[config.mk]
export PLATFORM = sky130hd
export DESIGN_NAME = pan_tilt_servo_stepper_pwm
export DESIGN_NICKNAME = d
export VERILOG_FILES = /design/src/hw/rtl/ptsp_pkg.sv /design/src/hw/rtl/ptsp_front.sv /design/src/hw/rtl/ptsp_queue.sv /design/src/hw/rtl/ptsp_back.sv /design/src/hw/rtl/pan_tilt_servo_stepper_pwm.sv
export SDC_FILE = /design/constraint.sdc
export NUM_CORES = 1
export LEC_CHECK = 0
export BUFFER_PORTS_ARGS = -buffer_cell sky130_fd_sc_hd__buf_2
export CORE_MARGIN = 3
export CORE_UTILIZATION = 68
export DETAILED_ROUTE_END_ITERATION = 7
export GPL_TIMING_DRIVEN = 1
export PLACE_DENSITY = 0.87
export SLEW_MARGIN = 20
export SYNTH_ARGS = -nofsm -noshare
export SYNTH_HDL_FRONTEND = slang
export SYNTH_SLANG_ARGS = --single-unit
[constraint.sdc]
create_clock -name clk -period 8.3 [get_ports clk]
set_input_delay 0.83 -clock clk [delete_from_list [all_inputs] [get_ports clk]]
set_output_delay 0.83 -clock clk [all_outputs]
set_load 0.005 [all_outputs]
[src/hw/rtl/ptsp_pkg.sv]
// Shared types and constants for the pan/tilt servo pulse generator.
package ptsp_pkg;

	// Fixed field widths of the register file and the response
	localparam int WIDTH_BITS  = 12;
	localparam int STEP_BITS   = 8;
	localparam int PERIOD_BITS = 16;
	localparam int CFG_ADDR_W  = 3;
	localparam int CFG_DATA_W  = 16;

	// Reset value of both channel positions
	localparam int CENTER_RESET = 1500;

	// Command queue between the front and back parts
	localparam int QDEPTH  = 2;
	localparam int QPTR_W  = 1;
	localparam int QCOUNT_W = 2;

	// Input mode codes
	localparam logic [1:0] MODE_TICK   = 2'd0;
	localparam logic [1:0] MODE_CENTER = 2'd1;
	localparam logic [1:0] MODE_STOP   = 2'd2;
	localparam logic [1:0] MODE_MOVE   = 2'd3;

	// Direction codes (anything else is treated as hold)
	localparam logic [1:0] DIR_HOLD = 2'd0;
	localparam logic [1:0] DIR_DEC  = 2'd1;
	localparam logic [1:0] DIR_INC  = 2'd2;

	// Internal operation codes
	localparam logic [1:0] OP_TICK   = 2'd0;
	localparam logic [1:0] OP_CENTER = 2'd1;
	localparam logic [1:0] OP_NONE   = 2'd2;
	localparam logic [1:0] OP_MOVE   = 2'd3;

	// Register indexes
	localparam logic [CFG_ADDR_W-1:0] REG_STEP_SIZE    = 3'd0;
	localparam logic [CFG_ADDR_W-1:0] REG_PAN_MINIMUM  = 3'd1;
	localparam logic [CFG_ADDR_W-1:0] REG_PAN_CENTER   = 3'd2;
	localparam logic [CFG_ADDR_W-1:0] REG_PAN_MAXIMUM  = 3'd3;
	localparam logic [CFG_ADDR_W-1:0] REG_TILT_MINIMUM = 3'd4;
	localparam logic [CFG_ADDR_W-1:0] REG_TILT_CENTER  = 3'd5;
	localparam logic [CFG_ADDR_W-1:0] REG_TILT_MAXIMUM = 3'd6;
	localparam logic [CFG_ADDR_W-1:0] REG_FRAME_PERIOD = 3'd7;

	typedef struct packed {
		logic [1:0] mode;
		logic [1:0] pan_direction;
		logic [1:0] tilt_direction;
	} cmd_t;

	typedef struct packed {
		logic                  pan_level;
		logic                  tilt_level;
		logic                  frame_start;
		logic [WIDTH_BITS-1:0] pan_width;
		logic [WIDTH_BITS-1:0] tilt_width;
	} rsp_t;

	typedef struct packed {
		logic [1:0] op;
		logic [1:0] pan_dir;
		logic [1:0] tilt_dir;
	} op_t;

	typedef struct packed {
		logic [STEP_BITS-1:0]   step_size;
		logic [WIDTH_BITS-1:0]  pan_minimum;
		logic [WIDTH_BITS-1:0]  pan_center;
		logic [WIDTH_BITS-1:0]  pan_maximum;
		logic [WIDTH_BITS-1:0]  tilt_minimum;
		logic [WIDTH_BITS-1:0]  tilt_center;
		logic [WIDTH_BITS-1:0]  tilt_maximum;
		logic [PERIOD_BITS-1:0] frame_period;
	} cfg_t;

endpackage

[src/hw/rtl/ptsp_front.sv]
// Front part: takes command transactions and registers them as decoded operations.
module ptsp_front (
	input  logic            clk,
	input  logic            arst_n,
	input  logic            cmd_valid,
	output logic            cmd_ready,
	input  ptsp_pkg::cmd_t  cmd,
	output logic            op_valid,
	input  logic            op_ready,
	output ptsp_pkg::op_t   op
);
	import ptsp_pkg::*;

	op_t  op_s1;
	logic valid_s1;
	op_t  dec;

	// Normalize directions so the back part only sees hold/dec/inc
	function automatic logic [1:0] norm_dir(input logic [1:0] d);
		if (d == DIR_DEC || d == DIR_INC) begin
			return d;
		end
		return DIR_HOLD;
	endfunction

	always_comb begin
		dec.pan_dir  = DIR_HOLD;
		dec.tilt_dir = DIR_HOLD;
		case (cmd.mode)
			MODE_TICK: begin
				dec.op = OP_TICK;
			end
			MODE_CENTER: begin
				dec.op = OP_CENTER;
			end
			MODE_MOVE: begin
				dec.op       = OP_MOVE;
				dec.pan_dir  = norm_dir(cmd.pan_direction);
				dec.tilt_dir = norm_dir(cmd.tilt_direction);
			end
			default: begin
				dec.op = OP_NONE;
			end
		endcase
	end

	assign cmd_ready = !valid_s1 || op_ready;

	always_ff @(posedge clk or negedge arst_n) begin
		if (!arst_n) begin
			valid_s1 <= 1'b0;
		end else if (cmd_ready) begin
			valid_s1 <= cmd_valid;
		end
	end

	always_ff @(posedge clk) begin
		if (cmd_valid && cmd_ready) begin
			op_s1 <= dec;
		end
	end

	assign op_valid = valid_s1;
	assign op       = op_s1;

endmodule

[src/hw/rtl/ptsp_queue.sv]
// Two-entry operation queue between the front and back parts.
module ptsp_queue (
	input  logic           clk,
	input  logic           arst_n,
	input  logic           push_valid,
	output logic           push_ready,
	input  ptsp_pkg::op_t  push_op,
	output logic           pop_valid,
	input  logic           pop,
	output ptsp_pkg::op_t  pop_op
);
	import ptsp_pkg::*;

	op_t                 entries_q [QDEPTH];
	logic [QPTR_W-1:0]   wr_ptr_q;
	logic [QPTR_W-1:0]   rd_ptr_q;
	logic [QCOUNT_W-1:0] count_q;
	logic                do_push;
	logic                do_pop;

	assign push_ready = (count_q != QCOUNT_W'(QDEPTH));
	assign pop_valid  = (count_q != '0);
	assign pop_op     = entries_q[rd_ptr_q];
	assign do_push    = push_valid && push_ready;
	assign do_pop     = pop && pop_valid;

	always_ff @(posedge clk or negedge arst_n) begin
		if (!arst_n) begin
			wr_ptr_q <= '0;
			rd_ptr_q <= '0;
			count_q  <= '0;
		end else begin
			if (do_push) begin
				wr_ptr_q <= wr_ptr_q + 1'b1;
			end
			if (do_pop) begin
				rd_ptr_q <= rd_ptr_q + 1'b1;
			end
			case ({do_push, do_pop})
				2'b10:   count_q <= count_q + 1'b1;
				2'b01:   count_q <= count_q - 1'b1;
				default: count_q <= count_q;
			endcase
		end
	end

	always_ff @(posedge clk) begin
		if (do_push) begin
			entries_q[wr_ptr_q] <= push_op;
		end
	end

endmodule

[src/hw/rtl/ptsp_back.sv]
// Back part: servo position, frame counter and pulse levels, with the response register.
module ptsp_back #(
	parameter int PULSE_BITS = 12,
	parameter int FRAME_BITS = 16
) (
	input  logic           clk,
	input  logic           arst_n,
	input  ptsp_pkg::cfg_t cfg,
	input  logic           op_valid,
	output logic           op_pop,
	input  ptsp_pkg::op_t  op,
	output logic           rsp_valid,
	input  logic           rsp_ready,
	output ptsp_pkg::rsp_t rsp
);
	import ptsp_pkg::*;

	localparam int WW   = (PULSE_BITS > WIDTH_BITS) ? PULSE_BITS : WIDTH_BITS;
	localparam int CW   = WW + 2;
	localparam int CMPW = (PULSE_BITS > FRAME_BITS) ? PULSE_BITS : FRAME_BITS;
	localparam int PW   = ((FRAME_BITS > PERIOD_BITS) ? FRAME_BITS : PERIOD_BITS) + 1;
	localparam int PMAX_INT = (1 << PULSE_BITS) - 1;
	localparam logic [WW-1:0] PULSE_MAX = WW'(PMAX_INT);
	localparam logic [PULSE_BITS-1:0] POS_RESET =
		(CENTER_RESET > PMAX_INT) ? PULSE_BITS'(PMAX_INT) : PULSE_BITS'(CENTER_RESET);

	logic [PULSE_BITS-1:0] pan_pos_q, tilt_pos_q;
	logic [PULSE_BITS-1:0] pan_lat_q, tilt_lat_q;
	logic [FRAME_BITS-1:0] frame_cnt_q;
	logic [1:0]            held_q;
	logic                  rsp_valid_q;
	rsp_t                  rsp_q;

	logic [PULSE_BITS-1:0] pan_pos_n, tilt_pos_n;
	logic [PULSE_BITS-1:0] pan_lat_n, tilt_lat_n;
	logic [FRAME_BITS-1:0] frame_cnt_n;
	logic [1:0]            held_n;
	logic                  start;
	logic [FRAME_BITS:0]   cnt_inc;
	logic                  wrap;

	function automatic logic [PULSE_BITS-1:0] sat_width(input logic [WIDTH_BITS-1:0] v);
		logic [WW-1:0] ext;
		ext = WW'(v);
		if (ext > PULSE_MAX) begin
			return '1;
		end
		return PULSE_BITS'(ext);
	endfunction

	function automatic logic [WIDTH_BITS-1:0] to_field(input logic [PULSE_BITS-1:0] p);
		logic [WW-1:0] ext;
		ext = WW'(p);
		return ext[WIDTH_BITS-1:0];
	endfunction

	// Step by step_size, then clamp: minimum first, maximum second
	function automatic logic [PULSE_BITS-1:0] move_one(
		input logic [PULSE_BITS-1:0] pos,
		input logic [1:0]            dir,
		input logic [WIDTH_BITS-1:0] lo,
		input logic [WIDTH_BITS-1:0] hi,
		input logic [STEP_BITS-1:0]  step
	);
		logic signed [CW-1:0] pos_x, step_x, lo_x, hi_x, v;
		pos_x  = $signed(CW'(pos));
		step_x = $signed(CW'(step));
		lo_x   = $signed(CW'(lo));
		hi_x   = $signed(CW'(hi));
		v      = (dir == DIR_DEC) ? (pos_x - step_x) : (pos_x + step_x);
		if (dir != DIR_DEC && dir != DIR_INC) begin
			return pos;
		end else if (v < lo_x) begin
			return sat_width(lo);
		end else if (v > hi_x) begin
			return sat_width(hi);
		end
		return sat_width(v[WIDTH_BITS-1:0]);
	endfunction

	assign op_pop = op_valid && (!rsp_valid_q || rsp_ready);

	always_comb begin
		pan_pos_n   = pan_pos_q;
		tilt_pos_n  = tilt_pos_q;
		pan_lat_n   = pan_lat_q;
		tilt_lat_n  = tilt_lat_q;
		frame_cnt_n = frame_cnt_q;
		held_n      = held_q;
		start       = 1'b0;
		cnt_inc     = {1'b0, frame_cnt_q} + (FRAME_BITS + 1)'(1);
		wrap        = (PW'(cnt_inc) >= PW'(cfg.frame_period)) || cnt_inc[FRAME_BITS];
		case (op.op)
			OP_TICK: begin
				if (frame_cnt_q == '0) begin
					start      = 1'b1;
					pan_lat_n  = pan_pos_q;
					tilt_lat_n = tilt_pos_q;
				end
				held_n[0]   = CMPW'(frame_cnt_q) < CMPW'(pan_lat_n);
				held_n[1]   = CMPW'(frame_cnt_q) < CMPW'(tilt_lat_n);
				frame_cnt_n = wrap ? '0 : cnt_inc[FRAME_BITS-1:0];
			end
			OP_CENTER: begin
				pan_pos_n  = sat_width(cfg.pan_center);
				tilt_pos_n = sat_width(cfg.tilt_center);
			end
			OP_MOVE: begin
				pan_pos_n  = move_one(pan_pos_q, op.pan_dir, cfg.pan_minimum,
					cfg.pan_maximum, cfg.step_size);
				tilt_pos_n = move_one(tilt_pos_q, op.tilt_dir, cfg.tilt_minimum,
					cfg.tilt_maximum, cfg.step_size);
			end
			default: begin
			end
		endcase
	end

	always_ff @(posedge clk or negedge arst_n) begin
		if (!arst_n) begin
			pan_pos_q   <= POS_RESET;
			tilt_pos_q  <= POS_RESET;
			pan_lat_q   <= '0;
			tilt_lat_q  <= '0;
			frame_cnt_q <= '0;
			held_q      <= '0;
			rsp_valid_q <= 1'b0;
		end else begin
			if (op_pop) begin
				pan_pos_q   <= pan_pos_n;
				tilt_pos_q  <= tilt_pos_n;
				pan_lat_q   <= pan_lat_n;
				tilt_lat_q  <= tilt_lat_n;
				frame_cnt_q <= frame_cnt_n;
				held_q      <= held_n;
				rsp_valid_q <= 1'b1;
			end else if (rsp_ready) begin
				rsp_valid_q <= 1'b0;
			end
		end
	end

	always_ff @(posedge clk) begin
		if (op_pop) begin
			rsp_q.pan_level   <= held_n[0];
			rsp_q.tilt_level  <= held_n[1];
			rsp_q.frame_start <= start;
			rsp_q.pan_width   <= to_field(pan_pos_n);
			rsp_q.tilt_width  <= to_field(tilt_pos_n);
		end
	end

	assign rsp_valid = rsp_valid_q;
	assign rsp       = rsp_q;

`ifndef SYNTHESIS
	a_latch_at_zero: assert property (@(posedge clk) disable iff (!arst_n)
		op_pop && op.op == OP_TICK && frame_cnt_q == '0
		|=> pan_lat_q == $past(pan_pos_q) && tilt_lat_q == $past(tilt_pos_q))
		else $error("widths not latched at frame start");

	a_cmd_holds_counter: assert property (@(posedge clk) disable iff (!arst_n)
		op_pop && op.op != OP_TICK
		|=> frame_cnt_q == $past(frame_cnt_q) && held_q == $past(held_q))
		else $error("command moved the frame counter or levels");

	a_start_levels: assert property (@(posedge clk) disable iff (!arst_n)
		rsp_valid_q && rsp_q.frame_start
		|-> rsp_q.pan_level == (pan_lat_q != '0) && rsp_q.tilt_level == (tilt_lat_q != '0))
		else $error("frame start levels disagree with latched widths");
`endif

endmodule

[src/hw/rtl/pan_tilt_servo_stepper_pwm.sv]
// Top level of the two-channel pan/tilt servo pulse generator.
//
// Usage:
//   cmd channel (cmd_valid/cmd_ready/cmd): one transaction per item. mode 0 is a
//   one-microsecond tick, 1 centers both servos, 2 is stop (no change), 3 moves
//   each channel by step_size in the direction given (out-of-range code = hold).
//   rsp channel (rsp_valid/rsp_ready/rsp): exactly one transaction per command,
//   in order, carrying the pin levels, the frame-start flag and both widths.
//   cfg channel (cfg_valid/cfg_ready/cfg_addr/cfg_wdata): always ready; writes
//   the register at cfg_addr. Write only while no command is in flight.
// Timing:
//   A command reaches rsp_valid through these registers in order: the front
//   decode register loads at the accepting edge, then the queue, then the
//   response register. Throughput is one command per cycle while rsp_ready
//   stays high; the back part closes add, clamp and compare combinationally.
// Reset (arst_n low, asynchronous): widths to 1500, latched widths and frame
//   counter to zero, levels low, registers to their defaults, channels empty.
// Stall: when rsp_ready is low the response holds, the queue absorbs two more
//   operations plus one in the front register, then cmd_ready drops.
module pan_tilt_servo_stepper_pwm #(
	parameter int PULSE_BITS = 12,
	parameter int FRAME_BITS = 16
) (
	input  logic                               clk,
	input  logic                               arst_n,
	input  logic                               cmd_valid,
	output logic                               cmd_ready,
	input  ptsp_pkg::cmd_t                     cmd,
	output logic                               rsp_valid,
	input  logic                               rsp_ready,
	output ptsp_pkg::rsp_t                     rsp,
	input  logic                               cfg_valid,
	output logic                               cfg_ready,
	input  logic [ptsp_pkg::CFG_ADDR_W-1:0]    cfg_addr,
	input  logic [ptsp_pkg::CFG_DATA_W-1:0]    cfg_wdata
);
	import ptsp_pkg::*;

	cfg_t cfg_q;
	op_t  front_op;
	logic front_valid;
	logic queue_ready;
	op_t  queue_op;
	logic queue_valid;
	logic back_pop;

	// Register file; writes never stall
	assign cfg_ready = 1'b1;

	always_ff @(posedge clk or negedge arst_n) begin
		if (!arst_n) begin
			cfg_q.step_size    <= STEP_BITS'(25);
			cfg_q.pan_minimum  <= WIDTH_BITS'(800);
			cfg_q.pan_center   <= WIDTH_BITS'(1500);
			cfg_q.pan_maximum  <= WIDTH_BITS'(2200);
			cfg_q.tilt_minimum <= WIDTH_BITS'(1200);
			cfg_q.tilt_center  <= WIDTH_BITS'(1500);
			cfg_q.tilt_maximum <= WIDTH_BITS'(2000);
			cfg_q.frame_period <= PERIOD_BITS'(20000);
		end else if (cfg_valid) begin
			case (cfg_addr)
				REG_STEP_SIZE:    cfg_q.step_size    <= cfg_wdata[STEP_BITS-1:0];
				REG_PAN_MINIMUM:  cfg_q.pan_minimum  <= cfg_wdata[WIDTH_BITS-1:0];
				REG_PAN_CENTER:   cfg_q.pan_center   <= cfg_wdata[WIDTH_BITS-1:0];
				REG_PAN_MAXIMUM:  cfg_q.pan_maximum  <= cfg_wdata[WIDTH_BITS-1:0];
				REG_TILT_MINIMUM: cfg_q.tilt_minimum <= cfg_wdata[WIDTH_BITS-1:0];
				REG_TILT_CENTER:  cfg_q.tilt_center  <= cfg_wdata[WIDTH_BITS-1:0];
				REG_TILT_MAXIMUM: cfg_q.tilt_maximum <= cfg_wdata[WIDTH_BITS-1:0];
				REG_FRAME_PERIOD: cfg_q.frame_period <= cfg_wdata[PERIOD_BITS-1:0];
				default: begin
				end
			endcase
		end
	end

	// Front: accept and decode
	ptsp_front u_front (
		.clk       (clk),
		.arst_n    (arst_n),
		.cmd_valid (cmd_valid),
		.cmd_ready (cmd_ready),
		.cmd       (cmd),
		.op_valid  (front_valid),
		.op_ready  (queue_ready),
		.op        (front_op)
	);

	// Decouples the decode stage from response back-pressure
	ptsp_queue u_queue (
		.clk        (clk),
		.arst_n     (arst_n),
		.push_valid (front_valid),
		.push_ready (queue_ready),
		.push_op    (front_op),
		.pop_valid  (queue_valid),
		.pop        (back_pop),
		.pop_op     (queue_op)
	);

	// Back: position update, frame counter, levels, response register
	ptsp_back #(
		.PULSE_BITS (PULSE_BITS),
		.FRAME_BITS (FRAME_BITS)
	) u_back (
		.clk       (clk),
		.arst_n    (arst_n),
		.cfg       (cfg_q),
		.op_valid  (queue_valid),
		.op_pop    (back_pop),
		.op        (queue_op),
		.rsp_valid (rsp_valid),
		.rsp_ready (rsp_ready),
		.rsp       (rsp)
	);

endmodule
* Word-level counts from Yosys, hierarchy flattened
Memories as Yosys holds them, arrays and structs flattened.
Cells that the tools add are included.
** Word-level totals
- Word-level logic and storage cells :: 190
- Output and inout port bits :: 30
- Register bits after elaboration :: 201
- Bits in writable memories :: 12
- Input bits :: 30
- Memories kept :: 1
** Operators by class
- Eq/ne operators :: 24
- Multiplexer cells :: 83
- Order comparisons :: 15
- Add/subtract/negate cells :: 9
- Reduce and logical (&&, ||, !) cells :: 31
** Memories
- u_queue.entries_q :: depth 2, width 6, rd ports 1, clocked after Yosys merged registers in 0, wr ports 1, line ptsp_queue.sv:14 : op_t entries_q [QDEPTH];
** Operators with widths (count)
- 2-to-1 mux 12 bit :: 28
- greater-than comparator 12 bit (second input constant) :: 8
- case mux 12 bit (2 select lines) :: 2
- 2-to-1 mux 1 bit :: 45
- < comparator 16 x 12 -> 1 bit :: 2
- greater-than comparator 14 x 13 -> 1 bit :: 2
- < comparator 14 x 13 -> 1 bit :: 2
- 2-to-1 mux 14 bit :: 2
- adder 12 x 8 -> 13 bit :: 2
- subtractor 12 x 8 -> 13 bit :: 2
- AND reduction 2 bit :: 11
- adder 16 x 1 -> 17 bit (second input constant) :: 1
- >= comparator 17 x 16 -> 1 bit :: 1
- logical NOT 16 bit :: 1
- 2-to-1 mux 16 bit :: 1
- == test 2 x 1 -> 1 bit (second input constant) :: 7
- == test 3 bit (second input constant) :: 4
- == test 2 bit (second input constant) :: 5
- == test 3 x 2 -> 1 bit (second input constant) :: 2
- logical AND 1 bit :: 6
- 2-to-1 mux 2 bit :: 3
- inequality test 2 bit (second input constant) :: 3
- case mux 2 bit (3 select lines) :: 1
- nonzero test 2 bit :: 3
- 10 further kinds :: 18

* Depth between registers and ports, before layout
Gate-level depths: netlist of run 1.
An unclocked memory read counts as a cell.
- Depth after elaboration :: 14
- Depth in mapped cells :: 20
- Gate-level depth less buffers :: 19

* Cells and area by module
Synthesis of run 1 repeated with hierarchy kept, for this count alone.
** Second synthesis, totals
- Cells, all modules :: 1382
- Area total of the unflattened synthesis :: 13959.6 um2
** Modules (own cells, without submodules)
- ptsp_back :: sequential area each 2504.9 um2, area an instance 9332.7 um2, cells each 1117, instances 1
- pan_tilt_servo_stepper_pwm :: sequential area each 2451.1 um2, area an instance 3703.6 um2, cells each 212, instances 1
- ptsp_queue :: sequential area each 460.4 um2, area an instance 628.1 um2, cells each 36, instances 1
- ptsp_front :: sequential area each 205.2 um2, area an instance 295.3 um2, cells each 17, instances 1

* Least setup slack after synthesis of run 1
No wires, ideal clock.
- Kind :: flip-flop to flip-flop
- Start point :: reg cfg_q[92] in the netlist's numbering
- End point :: reg u_back.rsp_q (netlist bit u_back.rsp[0]), data pin
- Path slack :: 4047 ps
- Setup time :: 263 ps
- Cell stages (with the launch flop) :: 19
- Buffers on the path :: 1
- Arrival time :: 3991 ps
- Clock period less this slack :: 4253 ps
- Data required time :: 8037 ps
- Path through :: dfstp_2 -> inv_1 -> ha_1 -> nor2b_1 -> or4_1 -> o211ai_1 -> nand2_1 -> a32o_1 -> xor2_1 -> ha_1 -> o21ai_0 -> nor2_1 -> o21ai_0 -> o221ai_1 -> o21a_2 -> buf_6 -> mux2_1 -> mux2i_1 -> o21ai_0
** On the way
- Cells in the longest elaborated chain, start to end :: 9
- Elaborated cells on any way between the ends :: 18
- Those cells by class :: add/sub (2); order compare (3); mux (13)
** Ends and longest elaborated chain
- from (decl) :: line pan_tilt_servo_stepper_pwm.sv:39 : cfg_t cfg_q;
- adder 12 x 8 -> 13 bit or subtractor 12 x 8 -> 13 bit (tied branches) :: line ptsp_back.sv:70 : v = (dir == DIR_DEC) ? (pos_x - step_x) : (pos_x + step_x);
- 2-to-1 mux 14 bit (*) :: line ptsp_back.sv:70
- greater-than comparator 14 x 13 -> 1 bit or greater-than comparator 12 bit (tied branches) :: line ptsp_back.sv:75, ptsp_back.sv:45
- 2-to-1 mux 1 bit (on tied branches) :: line ptsp_back.sv:75, ptsp_back.sv:45
- 2-to-1 mux 1 bit (on tied branches) :: line ptsp_back.sv:73, ptsp_back.sv:78
- 2-to-1 mux 1 bit (on tied branches) :: line ptsp_back.sv:71, ptsp_back.sv:93
- 2-to-1 mux 1 bit or 2-to-1 mux 12 bit (tied branches) :: line ptsp_back.sv:93, ptsp_back.sv:48
- 2-to-1 mux 12 bit (*) :: line ptsp_back.sv:78 : return sat_width(v[WIDTH_BITS-1:0]);
- case mux 12 bit (2 select lines) (*) :: line ptsp_back.sv:93 : case (op.op)
- named net u_back.tilt_pos_n[0] :: line ptsp_back.sv:34 : logic [PULSE_BITS-1:0] pan_pos_n, tilt_pos_n;
- to (decl) :: line ptsp_back.sv:32 : rsp_t rsp_q;
Mark *: on every way through the listed nets, which the timed path passes. The rest lies on a longest branch. The select of a mux whose other input is x is not followed.
A chain may end at the register's enable or synchronous reset.

* Worst setup path in the final report of run 1
- Start point :: reg u_queue.rd_ptr_q
- End point :: reg u_back.rsp_q (netlist bit u_back.rsp[21]), data pin
** On the way
- Cells in the longest elaborated chain, start to end :: 10
- Elaborated cells on any way between the ends :: 23
- Those cells by class :: order compare (3); eq/ne (5); mux (13); reduce/logical (1); memory (1)
** Ends and longest elaborated chain
- from (decl) :: line ptsp_queue.sv:16 : logic [QPTR_W-1:0] rd_ptr_q;
- from (signal assigned) :: line ptsp_queue.sv:37 : rd_ptr_q <= rd_ptr_q + 1'b1;
- memory (2 x 6 bit) (*)
- == test 2 x 1 -> 1 bit :: line ptsp_back.sv:70
- 2-to-1 mux 14 bit :: line ptsp_back.sv:70
- greater-than comparator 14 x 13 -> 1 bit or greater-than comparator 12 bit (tied branches) :: line ptsp_back.sv:75, ptsp_back.sv:45
- 2-to-1 mux 1 bit (on tied branches) :: line ptsp_back.sv:75, ptsp_back.sv:45
- 2-to-1 mux 1 bit (on tied branches) :: line ptsp_back.sv:73, ptsp_back.sv:78
- 2-to-1 mux 1 bit (on tied branches) :: line ptsp_back.sv:71, ptsp_back.sv:93
- 2-to-1 mux 1 bit or 2-to-1 mux 12 bit (tied branches) :: line ptsp_back.sv:93, ptsp_back.sv:48
- 2-to-1 mux 12 bit :: line ptsp_back.sv:78
- case mux 12 bit (2 select lines) (*) :: line ptsp_back.sv:93
- named net u_back.pan_pos_n[9] :: line ptsp_back.sv:34
Marked as above.

==> flow_metrics.py, run 1 <==
metrics = {
    "power": {
        "p_leak_nw": 6.650,
        "clkPwrFrac": 0.153,
        "p_int_w": 0.003752,
        "p_per_area_nw_per_um2": 468.8,
        "p_sw_w": 0.003267,
        "switching_share": 0.4654,
        "total_power_w": 0.007019,
        "power.share.sequential": 0.267,
        "pwr-share-comb": 0.580,
        "ir_drop_v": 0.0003447,
    },
    "worst_setup_path": {
        "cp_data_arrival_time_ns": 5.52,
        "cp_max_fo": 15,
        "critical_path_buf_inv_count": 0,
        "startpoint_type": "flop",
        "slowest_delay_ns": 0.64,
        "crit_slowest_cell": "dfrtp_1",
        "critPathKind": "reg -> reg",
        "critPathCaptureType": "flop",
        "path_delay_family": "compound AO/OA/AOI/OAI gates",
        "worst_path_most_repeated_cell": "ha_1",
        "required_ns": 8.57,
        "path_cells": "mux2i_1, ha_1, or3b_4, o21ba_2, a22oi_1, xnor2_1, ha_1, a211oi_1, o21ai_0, a211o_1, nand3_1, nand2_1, o221a_2, a221oi_2, o31ai_1",
    },
    "logic_synthesis": {
        "synth_compound_area_frac": 0.1843,
        "syn_area_per_cell_um2": 10.18,
        "syn_nets": 1500,
        "synth_edf_count": 45,
        "ys_top_cells_by_count": "nand2_1 (123), ha_1 (121), dfrtp_1 (115)",
        "yosysTopAreaCellShare": 0.2101,
        "ys.flop_type": "dfrtp_1",
        "ys_async_sr_fraction": 0.7887,
        "synth_top_family_by_area": "compound AO/OA/AOI/OAI gates",
        "synth.most_common_cell": "nand2_1",
        "synth_top_area_cell": "dfrtp_1",
        "yosysWarningCount": 0,
        "syn_inst": 1345,
        "synth_seq_area_share": 0.4104,
        "ys_types": 91,
        "synthMuxAreaShare": 0.09372,
        "synth.area.top_cells": "dfrtp_1 (21%), ha_1 (11%), dfstp_2 (10%)",
        "yosys.area_share.adder": 0.1164,
        "syn_area_um2": 13700,
        "ys_ff_latch": 213,
        "synthXorXnorAreaFrac": 0.02430,
        "synthSimpleGateAreaFrac": 0.1219,
    },
    "floorplan": {
        "row_count": 51,
        "start_util": 0.6969,
        "ios": 60,
        "die_w_um": 147.9,
        "die-height_um": 147.9,
        "die_area_um2": 21880,
        "core_area_um2": 19650,
    },
    "detailed_routing": {
        "wl_um": 39030,
        "via_count": 11140,
        "drtIter0Drc": 1247,
        "via_per_inst": 6.697,
        "drt_pre_antenna_iters": 7,
        "drc": 0,
        "wl_per_cell_um": 23.46,
        "postRouteAntennaNets": 0,
    },
    "sta": {
        "max_freq_ghz": 0.1906,
        "min_period_ns": 5.247,
        "finalSetupViolations": 0,
        "fin_crit_sh": 0.6321,
        "skew_ns": 0.02948,
        "hold_viol": 0,
        "tightest_slew_ns": 0.9907,
        "fin_setup_tns_ns": 0,
        "final_max_slew_viol_count": 0,
        "slew_headroom": 0.3376,
        "rsz0062_at_grt": "no",
        "hold_ws_ns": 0.3659,
    },
    "finish": {
        "layout.nets": 1537,
        "utilization": 0.7618,
        "syn2layout_area_growth_pct": 9.309,
        "drive_gt1_frac": 0.1951,
        "diodes": 0,
    },
    "hold_path": {
        "hold_class": "in -> async",
    },
    "grt": {
        "grt_pass1_vias": 10820,
        "busiest_layer": "met2",
        "grt_first_pass_wirelength_um": 61070,
        "met3_usage": 0.07388,
        "grt_max_degree": 96,
        "grt-ovfl-total": 0,
        "gr-usage-met1": 0.5085,
        "grtUsageMet2": 0.5325,
        "grt_antenna_before_repair": 0,
        "grtUsageTotal": 0.3569,
    },
    "placement": {
        "numPortBuffers": 58,
        "hpwl_um": 27560,
        "gp_congestion": 0.9361,
    },
    "status": {
        "outcome": "complete, no violations",
    },
    "clock_network": {
        "root_buffer": "clkbuf_16",
        "cts.hold.buffers_added": 0,
        "clk_pin_slew_worst_paths_ns": 0.06,
        "cts_num_sinks": 213,
        "clk_latency_ns": 0.54,
        "clock_path_buffers": 3,
        "cts_resized": 0,
        "numCtsBuffers": 24,
        "post_cts_buffers": 0,
        "cts_tree": "yes",
        "cts.htree.levels": 1,
    },
    "flow_run": {
        "drv_cap": 0,
    },
}
[area by class of cell]
| cell class | instances | area (um2) |
|---|---|---|
| multi-input combinational | 970 | 7442 |
| fill | 1340 | 4682 |
| tap | 265 | 331.6 |
| inverter | 101 | 379.1 |
| clock inverter | 13 | 152.6 |
| timing repair buffer | 72 | 401.6 |
| clock buffer | 30 | 643.1 |
| sequential | 213 | 5622 |
[cells by family (layout without fill, tap and decap cells)]
logic type                 count (synthesis)  after routing
AOI/OAI and AO/OA                        355            355
xor gates and xnor gates                  38             38
adders and majority gates                125            125
buffers and inverters                    162            216
DFF                                      213            213
muxes                                    118            118
other                                      1              1
and+or+nand+nor                          333            333
[per-stage QoR]
stage                     cell area, um2  setup WS [ns]  instances
after floorplan                    13700          4.047       1345
after global placement             14170          3.289       1621
after detailed placement           14180          3.217       1621
after CTS                          14970          3.167       1664
after global routing               14970          2.762       1664
final                              14970          3.053       1664
[power groups by stage]
stage                     registers, W  logic, W  clock network (W)
after CTS                      0.00186   0.00396            0.00109
after detailed placement       0.00187   0.00391                  0
after global routing           0.00190   0.00444            0.00113
final                          0.00187   0.00407            0.00107
after global placement         0.00185   0.00384                  0
after floorplan                0.00170   0.00299                  0
[worst reg2reg max path: cells and delay by family, from the launching register on]
family	cells	cell delay [ns]
AO/OA/AOI/OAI	8	1.91
multiplexers	1	0.30
flip-flops	1	0.64
AND/OR/NAND/NOR	3	0.93
XOR/XNOR	1	0.33
adder cells (fa/ha/maj)	2	0.87
[layer usage]
layer  routed length (um)  part of all wire
met4                 1977             0.051
met3                 4326              0.11
met5                    0                 0
met2                16990              0.44
met1                15740              0.40
[placed cells by master, fill, tap and decap left out, types with 24 or more instances in the layout]
master / Yosys / layout
nand2_1: 123 / 123
inv_1: 101 / 100
edfxtp_1: 45 / 45
ha_1: 121 / 121
nor2_1: 67 / 66
mux2_2: 80 / 80
nand3_1: 27 / 26
a21oi_1: 42 / 42
dfstp_2: 53 / 53
mux2i_1: 36 / 35
o21ai_0: 104 / 103
clkbuf_16: 0 / 24
dfrtp_1: 115 / 115
buf_2: 12 / 57
xnor2_1: 28 / 28
[flip-flops by register name, summed over array words and instances, names as in the netlist]
register,cells
u_back.frame_cnt_q,16
u_queue.wr_ptr_q,1
u_back.rsp_valid,1
cfg_q,96
u_back.held_q,2
u_queue.count_q,2
u_back.rsp,27
u_back.tilt_pos_q,12
u_back.tilt_lat_q,12
u_queue.rd_ptr_q,1
u_back.pan_pos_q,12
u_queue.entries_q,12
u_back.pan_lat_q,12
u_front.op_valid,1
u_front.op,6
[path summary, 6_finish.rpt]
kind / startpoint / to / slack, ns / depth (start not counted)
max: u_queue.rd_ptr_q / u_back.rsp[21] / 3.05 / 15
min: arst_n / cfg_q[48] / 0.37 / 1
max reg2reg: u_queue.rd_ptr_q / u_back.rsp[21] / 3.05 / 15
min reg2reg: u_front.op[3] / u_queue.entries_q[0][3] / 0.44 / 0
max in group asynchronous: arst_n / u_back.pan_pos_q[11] / 6.45 / 2
min in group clk: u_front.op[3] / u_queue.entries_q[0][3] / 0.44 / 0
Note: power is estimated with default switching activity, not from simulation.
==> run 2, diff against run 1 <==
CORE_UTILIZATION = 63   (was 68)
PLACE_DENSITY = 0.81   (was 0.87)
clock period = 4.9 ns   (was 8.3 ns; I/O delays follow)
==> flow_metrics.py, run 2 (same netlist as run 1, synthesis figures left out) <==
metrics = {
    "power": {
        "p_leak_nw": 6.752,
        "p_per_area_nw_per_um2": 804.2,
        "ir_drop_v": 0.0005617,
    },
    "placement": {
        "gp_congestion": 0.9989,
        "hpwl_um": 27770,
        "dpl_cell_area_um2": 14320,
        "numPortBuffers": 58,
        "dp_slack_ns": 0.1070,
    },
    "finish": {
        "layout_common_cells": "nand2_1 (123), ha_1 (119), dfrtp_1 (113)",
        "layout_commonest_cell": "nand2_1",
        "layout.nets": 1556,
        "regArea_um2": 5624,
        "drive_gt1_frac": 0.2163,
        "top_register": "cfg_q",
        "multiInputGateArea_um2": 7511,
        "diodes": 0,
        "fillerInstances": 1552,
        "stdcell_area_um2": 15180,
        "largest_register_ffs": 96,
        "syn2layout_area_growth_pct": 10.85,
    },
    "detailed_routing": {
        "wl_per_cell_um": 22.79,
        "drc": 0,
        "drt_pre_antenna_iters": 5,
        "wl_um": 38600,
        "postRouteAntennaNets": 0,
        "drtIter0Drc": 1312,
        "via_per_inst": 6.613,
        "via_count": 11200,
    },
    "sta": {
        "min_period_ns": 4.796,
        "tightest_slew_ns": 1.119,
        "fin_crit_sh": 0.9787,
        "hold_viol": 0,
        "max_freq_ghz": 0.2085,
        "slew_headroom": 0.2510,
        "skew_ns": 0.02185,
        "setup_slack_ns": 0.1044,
        "final_max_slew_viol_count": 0,
        "finalSetupViolations": 0,
    },
    "clock_network": {
        "clk_pin_slew_worst_paths_ns": 0.07,
        "numCtsBuffers": 24,
        "root_buffer": "clkbuf_16",
        "cts.htree.levels": 1,
        "cts_num_sinks": 213,
        "clock_path_buffers": 3,
        "clk_latency_ns": 0.54,
        "cts_tree": "yes",
    },
    "worst_setup_path": {
        "cp_max_fo": 12,
        "cp_data_arrival_time_ns": 5.16,
        "required_ns": 5.26,
        "critPathKind": "reg -> reg",
        "critPathCaptureType": "flop",
        "startpoint_type": "flop",
    },
    "floorplan": {
        "ios": 60,
        "die-height_um": 153.5,
        "core_area_um2": 21220,
        "start_util": 0.6455,
        "die_area_um2": 23550,
        "row_count": 53,
        "die_w_um": 153.5,
    },
    "grt": {
        "grt_antenna_before_repair": 1,
        "grtUsageTotal": 0.3265,
        "grt_pass1_vias": 11050,
        "grt_max_degree": 88,
        "grt_first_pass_wirelength_um": 61360,
        "grt-ovfl-total": 0,
    },
    "hold_path": {
        "hold_class": "in -> async",
    },
    "flow_run": {
        "drv_cap": 0,
    },
    "status": {
        "outcome": "complete, no violations",
    },
}
## run 2: stage by stage
step / instances / hold WS, ns / util / setup TNS (ns) / total power, W
floorplan: 1345 / 0.1944 / - / 0 / 0.007944
global placement: 1649 / 0.4233 / 0.6750 / 0 / 0.009806
detailed placement: 1649 / 0.4306 / 0.6750 / 0 / 0.01004
CTS: 1693 / 0.05333 / 0.7118 / 0 / 0.01193
global route: 1694 / 0.07427 / 0.7155 / -0.08330 / 0.01306
finish: 1694 / 0.01642 / 0.7155 / 0 / 0.01221
## run 2: routing by layer
| layer | vias up | global-route usage | part of all wire |
|---|---|---|---|
| li1 | 5049 | - | - |
| met1 | 5513 | 0.4578 | 0.43 |
| met2 | 526 | 0.5021 | 0.44 |
| met3 | 113 | 0.07616 | 0.090 |
| met4 | 2 | 0.1148 | 0.040 |
| met5 | - | 0 | 0.00034 |
## run 2: what timing repair did
item                       CTS  global route
setup endpoints to repair    0            24
resized for setup            0            14
hold buffers                 0             0
setup buffers                0             1
hold endpoints to repair     0             0
## run 2: where the power goes
group | total, W | internal [W] | switching (W)
clock | 0.00180 | 0.00102 | 0.000782
sequential | 0.00313 | 0.00257 | 0.000563
combinational | 0.00728 | 0.00295 | 0.00434
total | 0.0122 | 0.00653 | 0.00568
## run 2: final cells by class
class,count,area share
tap,275,0.02266
sequential,213,0.3704
inverter,101,0.02497
multi-input combinational,970,0.4947
clock inverter,16,0.008158
clock buffer,28,0.04326
timing repair buffer,91,0.03585
## run 2: path summary, 6_finish.rpt
path	start	slack (ns)	depth (start not counted)	endpoint
worst max-delay path	u_back.tilt_pos_q[0]	0.10	18	u_back.rsp[10]
worst min-delay path	arst_n	0.02	1	u_back.pan_lat_q[1]
worst max register to register	u_back.tilt_pos_q[0]	0.10	18	u_back.rsp[10]
worst min register to register	u_front.op[0]	0.44	0	u_queue.entries_q[1][0]
max in group asynchronous	arst_n	3.74	2	u_queue.rd_ptr_q
min in group clk	cmd[4]	0.15	1	u_front.op[4]
## run 2: worst max-delay path: stages, from the launching register on
cell and delay (ns):
dfrtp_1 0.45, inv_1 0.15, ha_1 0.20, inv_1 0.06
fa_1 0.42, a211oi_1 0.27, a211oi_1 0.11, o21ai_1 0.35
a22oi_1 0.21, xnor2_2 0.25, ha_1 0.28, o21ai_0 0.29
nor2_1 0.10, o21ai_0 0.12, o221ai_2 0.19, o21a_4 0.31
o211a_1 0.22, o311a_1 0.35, o31ai_1 0.28
==> run 3, diff against run 2 <==
CORE_UTILIZATION = 57   (was 63)
PLACE_DENSITY = 0.78   (was 0.81)
clock period = 3.9 ns   (was 4.9 ns; I/O delays follow)
==> flow_metrics.py, run 3 (same netlist as run 1, synthesis figures left out) <==
metrics = {
    "status": {
        "outcome": "finished with violations",
        "violations": "negative setup slack",
    },
    "placement": {
        "hpwl_um": 30380,
        "numPortBuffers": 58,
        "gp_congestion": 0.9630,
    },
    "sta": {
        "tightest_slew_ns": 1.086,
        "setup_slack_ns": -0.3162,
        "slew_headroom": 0.2735,
        "hold_viol": 0,
        "fin_crit_sh": 1.081,
        "skew_ns": 0.01126,
        "finalSetupViolations": 48,
        "max_freq_ghz": 0.2372,
        "rsz0062_at_grt": "yes",
        "final_max_slew_viol_count": 0,
        "min_period_ns": 4.216,
    },
    "worst_setup_path": {
        "path_delay_family": "simple AND/OR/NAND/NOR gates",
        "worst_path_most_repeated_cell": "ha_4",
        "crit_slowest_cell": "dfstp_2",
        "cp_data_arrival_time_ns": 4.62,
        "startpoint_type": "flop",
        "slowest_delay_ns": 0.53,
        "required_ns": 4.30,
        "critPathKind": "reg -> reg",
        "critical_path_buf_inv_count": 2,
        "critPathCaptureType": "flop",
        "path_cells": "inv_2, ha_4, nor2b_2, or4_4, o211ai_1, nand2_1, a32o_2, xor2_4, ha_4, buf_6, nand4_1, o32a_1, o311a_4, nand4bb_4, or3b_4, o31ai_4, a221o_1",
        "cp_max_fo": 5,
    },
    "floorplan": {
        "row_count": 56,
        "ios": 60,
        "die_area_um2": 25930,
        "die-height_um": 161.0,
        "core_area_um2": 23540,
        "die_w_um": 161.0,
        "start_util": 0.5818,
    },
    "detailed_routing": {
        "drt_pre_antenna_iters": 5,
        "wl_per_cell_um": 22.12,
        "via_count": 11840,
        "drc": 0,
        "wl_um": 42630,
        "via_per_inst": 6.145,
        "drtIter0Drc": 933,
        "postRouteAntennaNets": 0,
    },
    "finish": {
        "layout.nets": 1744,
        "utilization": 0.7580,
        "syn2layout_area_growth_pct": 30.28,
        "layout_common_cells": "buf_4 (193), nand2_1 (116), dfrtp_1 (112)",
        "top_register": "cfg_q",
        "largest_register_ffs": 96,
        "layout_commonest_cell": "buf_4",
        "diodes": 0,
        "drive_gt1_frac": 0.3918,
    },
    "grt": {
        "grt_max_degree": 87,
        "grtUsageMet2": 0.5441,
        "busiest_layer": "met2",
        "grt_pass1_vias": 11920,
        "grtUsageTotal": 0.3235,
        "grt_antenna_before_repair": 1,
        "grt-ovfl-total": 0,
        "grt_first_pass_wirelength_um": 66130,
        "gr-usage-met1": 0.4192,
        "met3_usage": 0.04822,
    },
    "hold_path": {
        "hold_class": "in -> reg",
    },
    "flow_run": {
        "drv_cap": 0,
    },
    "clock_network": {
        "clk_latency_ns": 0.53,
        "numCtsBuffers": 25,
        "cts_tree": "yes",
        "root_buffer": "clkbuf_16",
        "cts.htree.levels": 1,
        "cts_num_sinks": 213,
        "clk_pin_slew_worst_paths_ns": 0.07,
        "clock_path_buffers": 3,
    },
}
[run 3: cell count changes in the layout (fill, tap and decap cells not counted), sizes merged]
cell,before,now
buf,91,277
bufinv,1,3
clkbuf,28,31
clkinv,11,5
dlygate4sd3,0,1
inv,101,104
[run 3: metal layers]
layer | part of all wire | vias up
met5 | 0 | -
met4 | 0.047 | 0
met3 | 0.062 | 114
met2 | 0.49 | 453
met1 | 0.40 | 5850
li1 | - | 5424
[run 3: area by class of cell]
cell class	count	area (um2)
multi-input cells	970	8504
fillers	1622	5698
flip-flops and latches	213	5625
repair buffers	278	2074
clock buffers	31	689.4
well taps	319	399.1
inverters	101	379.1
clock inverters	15	172.7
[run 3: stage by stage]
| stage | setup TNS (ns) | area (um2) | hold WS (ns) | setup WS, ns | cells |
|---|---|---|---|---|---|
| 2_1_floorplan | -0.2466 | 13760 | 0.09441 | -0.1013 | 1345 |
| 3_3_place_gp | -15.70 | 15630 | 0.4265 | -0.5246 | 1850 |
| 3_5_place_dp | -16.48 | 15630 | 0.4290 | -0.5460 | 1850 |
| 4_1_cts | -7.656 | 17170 | 0.03425 | -0.2847 | 1916 |
| 5_1_grt | -18.41 | 17840 | 0.04299 | -0.5244 | 1927 |
| 6_report | -10.02 | 17840 | 0.05283 | -0.3162 | 1927 |
[run 3: what timing repair did]
item / in CTS / in global routing
pin swaps: 61 / 60
endpoints found under the hold margin: 51 / 0
buffers inserted: 20 / 14
hold buffers: 1 / 0
resized for setup: 110 / 103
endpoints found under the setup margin: 48 / 49
[run 3: final timing paths]
| path | depth (start not counted) | endpoint | slack, ns | from |
|---|---|---|---|---|
| max | 17 | u_back.rsp[9] | -0.32 | cfg_q[92] |
| max reg2reg | 17 | u_back.rsp[9] | -0.32 | cfg_q[92] |
| min reg2reg | 0 | u_queue.entries_q[1][0] | 0.44 | u_front.op[0] |
| min in group asynchronous | 2 | cfg_q[52] | 0.48 | arst_n |
| max in group asynchronous | 3 | u_back.pan_pos_q[7] | 2.43 | arst_n |
| min | 1 | u_front.op[4] | 0.05 | cmd[4] |
Power of run 3 is left out: the tool's default activity adds up to more than one toggle a clock period on the data nets, which glitch-free logic cannot reach.
